### config.mk
export PLATFORM = sky130hd
export DESIGN_NAME = csv_text_field_unescaper
export DESIGN_NICKNAME = d
export VERILOG_FILES = /design/src/ctfu_pkg.sv /design/src/csv_text_field_unescaper.sv /design/src/ctfu_parser.sv /design/src/ctfu_out_reg.sv
export SDC_FILE = /design/constraint.sdc
export NUM_CORES = 1
export LEC_CHECK = 0
export BUFFER_PORTS_ARGS = -buffer_cell sky130_fd_sc_hd__buf_4
export CORE_ASPECT_RATIO = 1.1
export CORE_MARGIN = 2
export CORE_UTILIZATION = 57
export DETAILED_ROUTE_END_ITERATION = 7
export PLACE_DENSITY = 0.79
export SLEW_MARGIN = 20
export SYNTH_ARGS = -nofsm -noshare
export SYNTH_HDL_FRONTEND = slang
export SYNTH_SLANG_ARGS = --single-unit
export TNS_END_PERCENT = 5
### constraint.sdc
create_clock -name clk -period 3.4 [get_ports clk]
set_clock_uncertainty 0.1 [all_clocks]
set_input_delay 0 -clock clk [delete_from_list [all_inputs] [get_ports clk]]
set_output_delay 0 -clock clk [all_outputs]
set_load 0.05 [all_outputs]
### src/ctfu_pkg.sv
`default_nettype none

package ctfu_pkg;

    typedef enum logic [2:0] {
        PH_NORMAL = 3'd0,
        PH_TRAIL  = 3'd1,
        PH_ESCAPE = 3'd2,
        PH_HEX1   = 3'd3,
        PH_HEX2   = 3'd4
    } phase_t;

    typedef struct packed {
        logic       valid;
        logic [7:0] data;
        logic       last;
    } result_t;

    localparam logic [7:0] SMALL_OFFSET_RESET = 8'd96;

    localparam logic [7:0] CH_QUOTE     = 8'h22;
    localparam logic [7:0] CH_BACKSLASH = 8'h5C;
    localparam logic [7:0] CH_COMMA     = 8'h2C;
    localparam logic [7:0] CH_NEWLINE   = 8'h0A;
    localparam logic [7:0] CH_LOWER_X   = 8'h78;
    localparam logic [7:0] CH_LOWER_S   = 8'h73;

    localparam logic [7:0] LEAD1_LO = 8'h81;
    localparam logic [7:0] LEAD1_HI = 8'h9F;
    localparam logic [7:0] LEAD2_LO = 8'hE0;
    localparam logic [7:0] LEAD2_HI = 8'hEF;

    function automatic logic is_lead(input logic [7:0] b);
        return ((b >= LEAD1_LO) && (b <= LEAD1_HI)) || ((b >= LEAD2_LO) && (b <= LEAD2_HI));
    endfunction

    // Bit 4 set means the byte is not a hex digit.
    function automatic logic [4:0] hex_value(input logic [7:0] b);
        logic [4:0] v;
        if ((b >= 8'h30) && (b <= 8'h39))
        begin
            v = {1'b0, 4'(b - 8'h30)};
        end
        else if ((b >= 8'h61) && (b <= 8'h66))
        begin
            v = {1'b0, 4'(b - 8'h57)};
        end
        else if ((b >= 8'h41) && (b <= 8'h46))
        begin
            v = {1'b0, 4'(b - 8'h37)};
        end
        else
        begin
            v = 5'h10;
        end
        return v;
    endfunction

endpackage

`default_nettype wire

### src/csv_text_field_unescaper.sv
// Unescapes the bytes of a quoted CSV text stream, one byte per beat.
// Input: s_tvalid/s_tready/s_tdata carry one raw text byte per beat.
// Output: m_tvalid/m_tready/m_tdata/m_tlast carry one decoded byte per beat;
// m_tlast high marks the end of a field, and m_tdata is then zero.
// Unescaped quotes and backslashes that are not trail bytes, the x or s after
// a backslash and the byte after its x give no beat; all other bytes give one.
// Configuration: cfg_valid/cfg_ready/cfg_data write the small-font offset;
// cfg_ready is always high. Write it only while the block is idle.
// Timing: an accepted byte is held in an input register and decoded from
// it into the output register when that register can take it; a stall
// keeps it waiting. Throughput is one byte per cycle while the output
// is not stalled.
// Reset: clears the parser state, both stage valids, and sets the offset to 96.
// Stall: while m_tready is low with a result waiting, the input register
// still drains bytes that give no output; a byte that gives output waits,
// and s_tready falls only when the input register is full and cannot move.
`default_nettype none

module csv_text_field_unescaper
(
    input  wire logic       clk,
    input  wire logic       rst_n,
    input  wire logic       s_tvalid,
    output logic            s_tready,
    input  wire logic [7:0] s_tdata,   // [7:0] in_byte
    output logic            m_tvalid,
    input  wire logic       m_tready,
    output logic [7:0]      m_tdata,   // [7:0] out_byte
    output logic            m_tlast,
    input  wire logic       cfg_valid,
    output logic            cfg_ready,
    input  wire logic [7:0] cfg_data
);

    logic              in_valid_reg;
    logic [7:0]        in_byte_reg;
    logic [7:0]        small_offset_reg;
    logic              can_load;
    logic              advance;
    ctfu_pkg::result_t result;

    assign cfg_ready = 1'b1;
    assign advance   = in_valid_reg && (can_load || !result.valid);
    assign s_tready  = !in_valid_reg || advance;

    always_ff @(posedge clk or negedge rst_n)
    begin
        if (!rst_n)
        begin
            small_offset_reg <= ctfu_pkg::SMALL_OFFSET_RESET;
        end
        else if (cfg_valid && cfg_ready)
        begin
            small_offset_reg <= cfg_data;
        end
    end

    always_ff @(posedge clk or negedge rst_n)
    begin
        if (!rst_n)
        begin
            in_valid_reg <= 1'b0;
        end
        else if (s_tready)
        begin
            in_valid_reg <= s_tvalid;
        end
    end

    always_ff @(posedge clk)
    begin
        if (s_tvalid && s_tready)
        begin
            in_byte_reg <= s_tdata;
        end
    end

    ctfu_parser u_parser
    (
        .clk          (clk),
        .rst_n        (rst_n),
        .item_valid   (in_valid_reg),
        .advance      (advance),
        .in_byte      (in_byte_reg),
        .small_offset (small_offset_reg),
        .result       (result)
    );

    ctfu_out_reg u_out_reg
    (
        .clk      (clk),
        .rst_n    (rst_n),
        .result   (result),
        .can_load (can_load),
        .m_tvalid (m_tvalid),
        .m_tready (m_tready),
        .m_tdata  (m_tdata),
        .m_tlast  (m_tlast)
    );

endmodule

`default_nettype wire

### src/ctfu_parser.sv
`default_nettype none

module ctfu_parser
(
    input  wire logic              clk,
    input  wire logic              rst_n,
    input  wire logic              item_valid,
    input  wire logic              advance,
    input  wire logic [7:0]        in_byte,
    input  wire logic [7:0]        small_offset,
    output ctfu_pkg::result_t      result
);

    ctfu_pkg::phase_t phase_reg, phase_next;
    logic             quoted_reg, quoted_next;
    logic             small_mode_reg, small_mode_next;
    logic [3:0]       hex_high_reg, hex_high_next;
    logic             hex_stopped_reg, hex_stopped_next;

    logic       emit;
    logic [7:0] emit_data;
    logic       emit_last;
    logic [4:0] hex_v;
    logic [7:0] shifted_byte;

    assign hex_v        = ctfu_pkg::hex_value(in_byte);
    assign shifted_byte = in_byte + small_offset;

    always_ff @(posedge clk or negedge rst_n)
    begin
        if (!rst_n)
        begin
            phase_reg       <= ctfu_pkg::PH_NORMAL;
            quoted_reg      <= 1'b0;
            small_mode_reg  <= 1'b0;
            hex_high_reg    <= 4'h0;
            hex_stopped_reg <= 1'b0;
        end
        else if (advance)
        begin
            phase_reg       <= phase_next;
            quoted_reg      <= quoted_next;
            small_mode_reg  <= small_mode_next;
            hex_high_reg    <= hex_high_next;
            hex_stopped_reg <= hex_stopped_next;
        end
    end

    always_comb
    begin
        phase_next       = ctfu_pkg::PH_NORMAL;
        quoted_next      = quoted_reg;
        small_mode_next  = small_mode_reg;
        hex_high_next    = hex_high_reg;
        hex_stopped_next = hex_stopped_reg;
        emit             = 1'b0;
        emit_data        = 8'h00;
        emit_last        = 1'b0;

        unique case (phase_reg)
            ctfu_pkg::PH_TRAIL:
            begin
                emit      = 1'b1;
                emit_data = in_byte;
            end
            ctfu_pkg::PH_ESCAPE:
            begin
                priority if (in_byte == ctfu_pkg::CH_LOWER_X)
                begin
                    phase_next = ctfu_pkg::PH_HEX1;
                end
                else if (in_byte == ctfu_pkg::CH_LOWER_S)
                begin
                    small_mode_next = !small_mode_reg;
                end
                else
                begin
                    emit      = 1'b1;
                    emit_data = in_byte;
                end
            end
            ctfu_pkg::PH_HEX1:
            begin
                hex_stopped_next = hex_v[4];
                hex_high_next    = hex_v[4] ? 4'h0 : hex_v[3:0];
                phase_next       = ctfu_pkg::PH_HEX2;
            end
            ctfu_pkg::PH_HEX2:
            begin
                emit = 1'b1;
                priority if (hex_stopped_reg)
                begin
                    emit_data = 8'h00;
                end
                else if (hex_v[4])
                begin
                    emit_data = {4'h0, hex_high_reg};
                end
                else
                begin
                    emit_data = {hex_high_reg, hex_v[3:0]};
                end
            end
            default:
            begin
                priority if (ctfu_pkg::is_lead(in_byte))
                begin
                    phase_next = ctfu_pkg::PH_TRAIL;
                    emit       = 1'b1;
                    emit_data  = in_byte;
                end
                else if (in_byte == ctfu_pkg::CH_QUOTE)
                begin
                    quoted_next = !quoted_reg;
                end
                else if (in_byte == ctfu_pkg::CH_BACKSLASH)
                begin
                    phase_next = ctfu_pkg::PH_ESCAPE;
                end
                else if (!quoted_reg && ((in_byte == ctfu_pkg::CH_COMMA) ||
                                         (in_byte == ctfu_pkg::CH_NEWLINE)))
                begin
                    quoted_next     = 1'b0;
                    small_mode_next = 1'b0;
                    emit            = 1'b1;
                    emit_last       = 1'b1;
                end
                else
                begin
                    emit      = 1'b1;
                    emit_data = small_mode_reg ? shifted_byte : in_byte;
                end
            end
        endcase
    end

    assign result.valid = item_valid && emit;
    assign result.data  = emit_data;
    assign result.last  = emit_last;

endmodule

`default_nettype wire

### src/ctfu_out_reg.sv
`default_nettype none

module ctfu_out_reg
(
    input  wire logic              clk,
    input  wire logic              rst_n,
    input  wire ctfu_pkg::result_t result,
    output logic                   can_load,
    output logic                   m_tvalid,
    input  wire logic              m_tready,
    output logic [7:0]             m_tdata,
    output logic                   m_tlast
);

    logic       valid_reg;
    logic [7:0] data_reg;
    logic       last_reg;

    assign can_load = !valid_reg || m_tready;

    always_ff @(posedge clk or negedge rst_n)
    begin
        if (!rst_n)
        begin
            valid_reg <= 1'b0;
        end
        else if (can_load)
        begin
            valid_reg <= result.valid;
        end
    end

    always_ff @(posedge clk)
    begin
        if (result.valid && can_load)
        begin
            data_reg <= result.data;
            last_reg <= result.last;
        end
    end

    assign m_tvalid = valid_reg;
    assign m_tdata  = data_reg;
    assign m_tlast  = last_reg;

endmodule

`default_nettype wire

==> run metrics <==
Mapped Area=0.00240 mm²; 1st-iter DRT viols=roughly 160; worst path cell trace=inv_1, ha_1, nor3b_2, a2111oi_4, and3b_4, a21oi_2, nand3_1, and2_1; fin util=between 70 and 80%; dpl cell area=~0.0027 mm²; die extent in x=65.9 µm; Syn-to-layout area delta=25.9%; drt wl/cell=about 17 µm; Required @ worst endpoint=about 3.3 ns; actual slew at the worst max-slew pin=approximately 0.54 ns; Final min period=2.89 ns; Max Fclk=around 350 MHz; initial core utilization=between 60% and 70%; CP Launch Type=flip-flop; synth warn=0; slowest stage delay, CP=0.48 ns; RSZ-0062 raised after global routing=false; die area=between 0.004 and 0.005 mm²; clock buffer depth=2; first-pass GRT wire length=approximately 9600 µm; Comb pwr share=approximately a third; Cells after DPL=~310; post-synth net total=269; Reg clk slew, reported paths=0.07 ns; nets@finish=about 330; Post-Synthesis Cells=236; Sw Pwr=around 430 µW; clock root cell=clkbuf_8; Final Hold Fails=0; Post-synth EDFFs=17; hold slack=roughly 0.017 ns; Period Utilization, post-route=between 80% and 90%; final setup fails=0; switching portion of total power=33.7%; Layout fillers=281; Power Internal=841 µW; H-tree levels=2; via/cell ratio=5.85; vias=a little over 2k; register area=between 0.001 and 0.0015 mm²; GP Congestion=~0.97; power per cell area=roughly 420 mW/mm²; leading area contributor after synthesis=edfxtp_1; total negative setup slack=0 ns; WL final=a little under 6000 µm; DR pass1 iterations=4; Residual DRC=0; Clock Power Share=roughly 23%; Antenna diodes=0; CP max-delay cell=edfxtp_1; CTS Buf Count=5; CTS tree=yes; LEAKAGE=between 0.001 and 0.0015 µW; Rel. slew slack=63.2%; Final Non-Filler Cells=between 300 and 400; Mean Syn Cell Area=just over 10 µm²; CORE AREA=roughly 0.004 mm²; Top-Level Pins=33; fin. max-slew vios=0; fin area=0.00302 mm²; pin count of the biggest net entering global routing=21; status=complete, no violations; GRT Util Overall=27.5%; WS Path Type=reg2reg; Max FO, Critical Path=8; vias in the first global route=about 2.0k; Hold Crit Class=in2async; Worst-Skew Late Latency=~0.29 ns; Async SR Flop Fraction=a little over half; clk sinks=37; Synth area leaders=edfxtp_1 (21%), dfrtp_1 (19%), ha_1 (5.7%), mux2_2 (4.7%), nand2_1 (3.1%); initial antenna violation count=0; WP data arrival=2.80 ns; CP endpoint kind=flip-flop; area of the multi-input gates=about 0.0013 mm²; VDD IR max=around 0.33 mV; grt ovf=0; port bufs=31; layout cell share with drive strength beyond 1=approximately 23%; post-synth cell types=65; post-route ant nets=0; max cap viols=0; #FFs+latches synth=37; register area share after synthesis=between 40% and 50%; chip height=72.1 µm; Reg power frac=around 44%; dominant synthesized flop cell=dfrtp_1; HPWL after DPL=4210 µm; Core Rows=24; area fraction of the dominant cell type after synthesis=between 20% and 30%
final timing paths:
kind | from | endpoint | slack [ns] | depth (start not counted)
setup / recovery | in_byte_reg[1] | in_byte_reg[0] | 0.51 | 8
hold / removal | rst_n | u_parser.small_mode_reg | 0.02 | 2
setup reg to reg | in_byte_reg[1] | in_byte_reg[0] | 0.51 | 8
hold reg to reg | u_parser.quoted_reg | u_parser.quoted_reg | 0.41 | 1
max in group asynchronous | rst_n | small_offset_reg[6] | 2.91 | 2
min in group clk | m_tready | u_out_reg.m_tvalid | 0.11 | 3
power groups by stage:
stage | combinational, µW | clock (µW) | sequential, µW
floorplan | 213 | 0 | 620
global placement | 371 | 0 | 565
detailed placement | 375 | 0 | 566
CTS | 408 | 299 | 557
global route | 447 | 320 | 563
finish | 416 | 294 | 559
logic make-up (layout without fill, tap and decap cells):
| logic type | count (synthesis) | count (layout) | share of synthesized area [%] |
|---|---|---|---|
| xor+xnor | 7 | 7 | 2.55 |
| flops | 37 | 37 | 42.2 |
| mux | 13 | 13 | 6.05 |
| compound gates | 61 | 61 | 18.1 |
| buf+inv | 22 | 83 | 4.38 |
| simple gates | 83 | 83 | 19.9 |
| fa+ha+maj | 12 | 12 | 6.57 |
| other cells | 1 | 1 | 0.156 |
cells in the mapped netlist, drive strengths merged, types with 2 or more instances:
library cell	count
nor4b	3
buf	7
nand3b	3
a21o	3
nor3	3
a31oi	2
nor3b	2
xnor2	6
dfstp	2
o2111ai	2
o22ai	2
o21a	4
inv	14
dfrtp	18
a21boi	2
edfxtp	17
o221ai	2
nand2b	7
a2111oi	2
nand2	20
and3	4
o21bai	2
nand3	9
ha	11
o211ai	4
mux2	12
nor2	19
nor2b	2
o31ai	2
a21oi	13
o21ai	15
nand4	2
worst max-delay path: cells and delay by family, from the launching register on:
family,cells,cell delay (ns)
and+or+nand+nor,4,0.94
AOI/OAI and AO/OA,2,0.65
DFF,1,0.48
adders and majority gates,1,0.28
buffers and inverters,1,0.16
per-layer routing:
metal,part of all wire [%],GRT usage (%)
met1,40,34.6
met2,51,46.7
met5,0,0
met4,2.7,10.6
met3,6.1,5.27
what timing repair did:
action                                  CTS  global route
resized for setup                         0             0
endpoints found under the hold margin    37             0
buffers inserted                          0             0
hold buffers                             27             0
endpoints found under the setup margin    0             0
through the flow:
step | worst slack (ns) | power (µW)
global placement | 0.675 | 935
global route | 0.349 | 1330
floorplan | 0.319 | 833
detailed placement | 0.577 | 942
finish | 0.509 | 1270
CTS | 0.528 | 1260
layout make-up:
cell class	count	share of cell area, %
multi-input cells	177	42.4
well taps	52	2.15
flip-flops and latches	37	33.6
clock inverters	2	0.331
clock buffers	6	2.40
repair buffers	61	17.4
inverters	14	1.74
placed cells by master (no fill, tap or decap), types with 2 or more instances in the layout:
cell	synthesis	routed
buf_4	3	34
nand2_1	20	20
dfrtp_1	18	18
dfstp_2	2	2
o211ai_1	4	4
a21o_1	3	3
clkinv_2	0	2
a21oi_1	12	12
o21a_1	4	4
a31oi_1	2	2
mux2_2	10	10
o21bai_1	2	2
nor2_1	17	17
nor2b_1	2	2
mux2_1	2	2
nand4_1	2	2
clkbuf_8	0	5
nor4b_1	3	3
nand3b_1	3	3
dlygate4sd3_1	0	27
o31ai_1	2	2
ha_1	11	11
o221ai_1	2	2
and3_1	4	4
o21ai_0	14	14
xnor2_1	6	6
nand2b_1	7	7
o22ai_1	2	2
inv_1	13	13
edfxtp_1	17	17
nor3_1	2	2
nand3_1	9	9
Power figures use the tool's default switching activity.
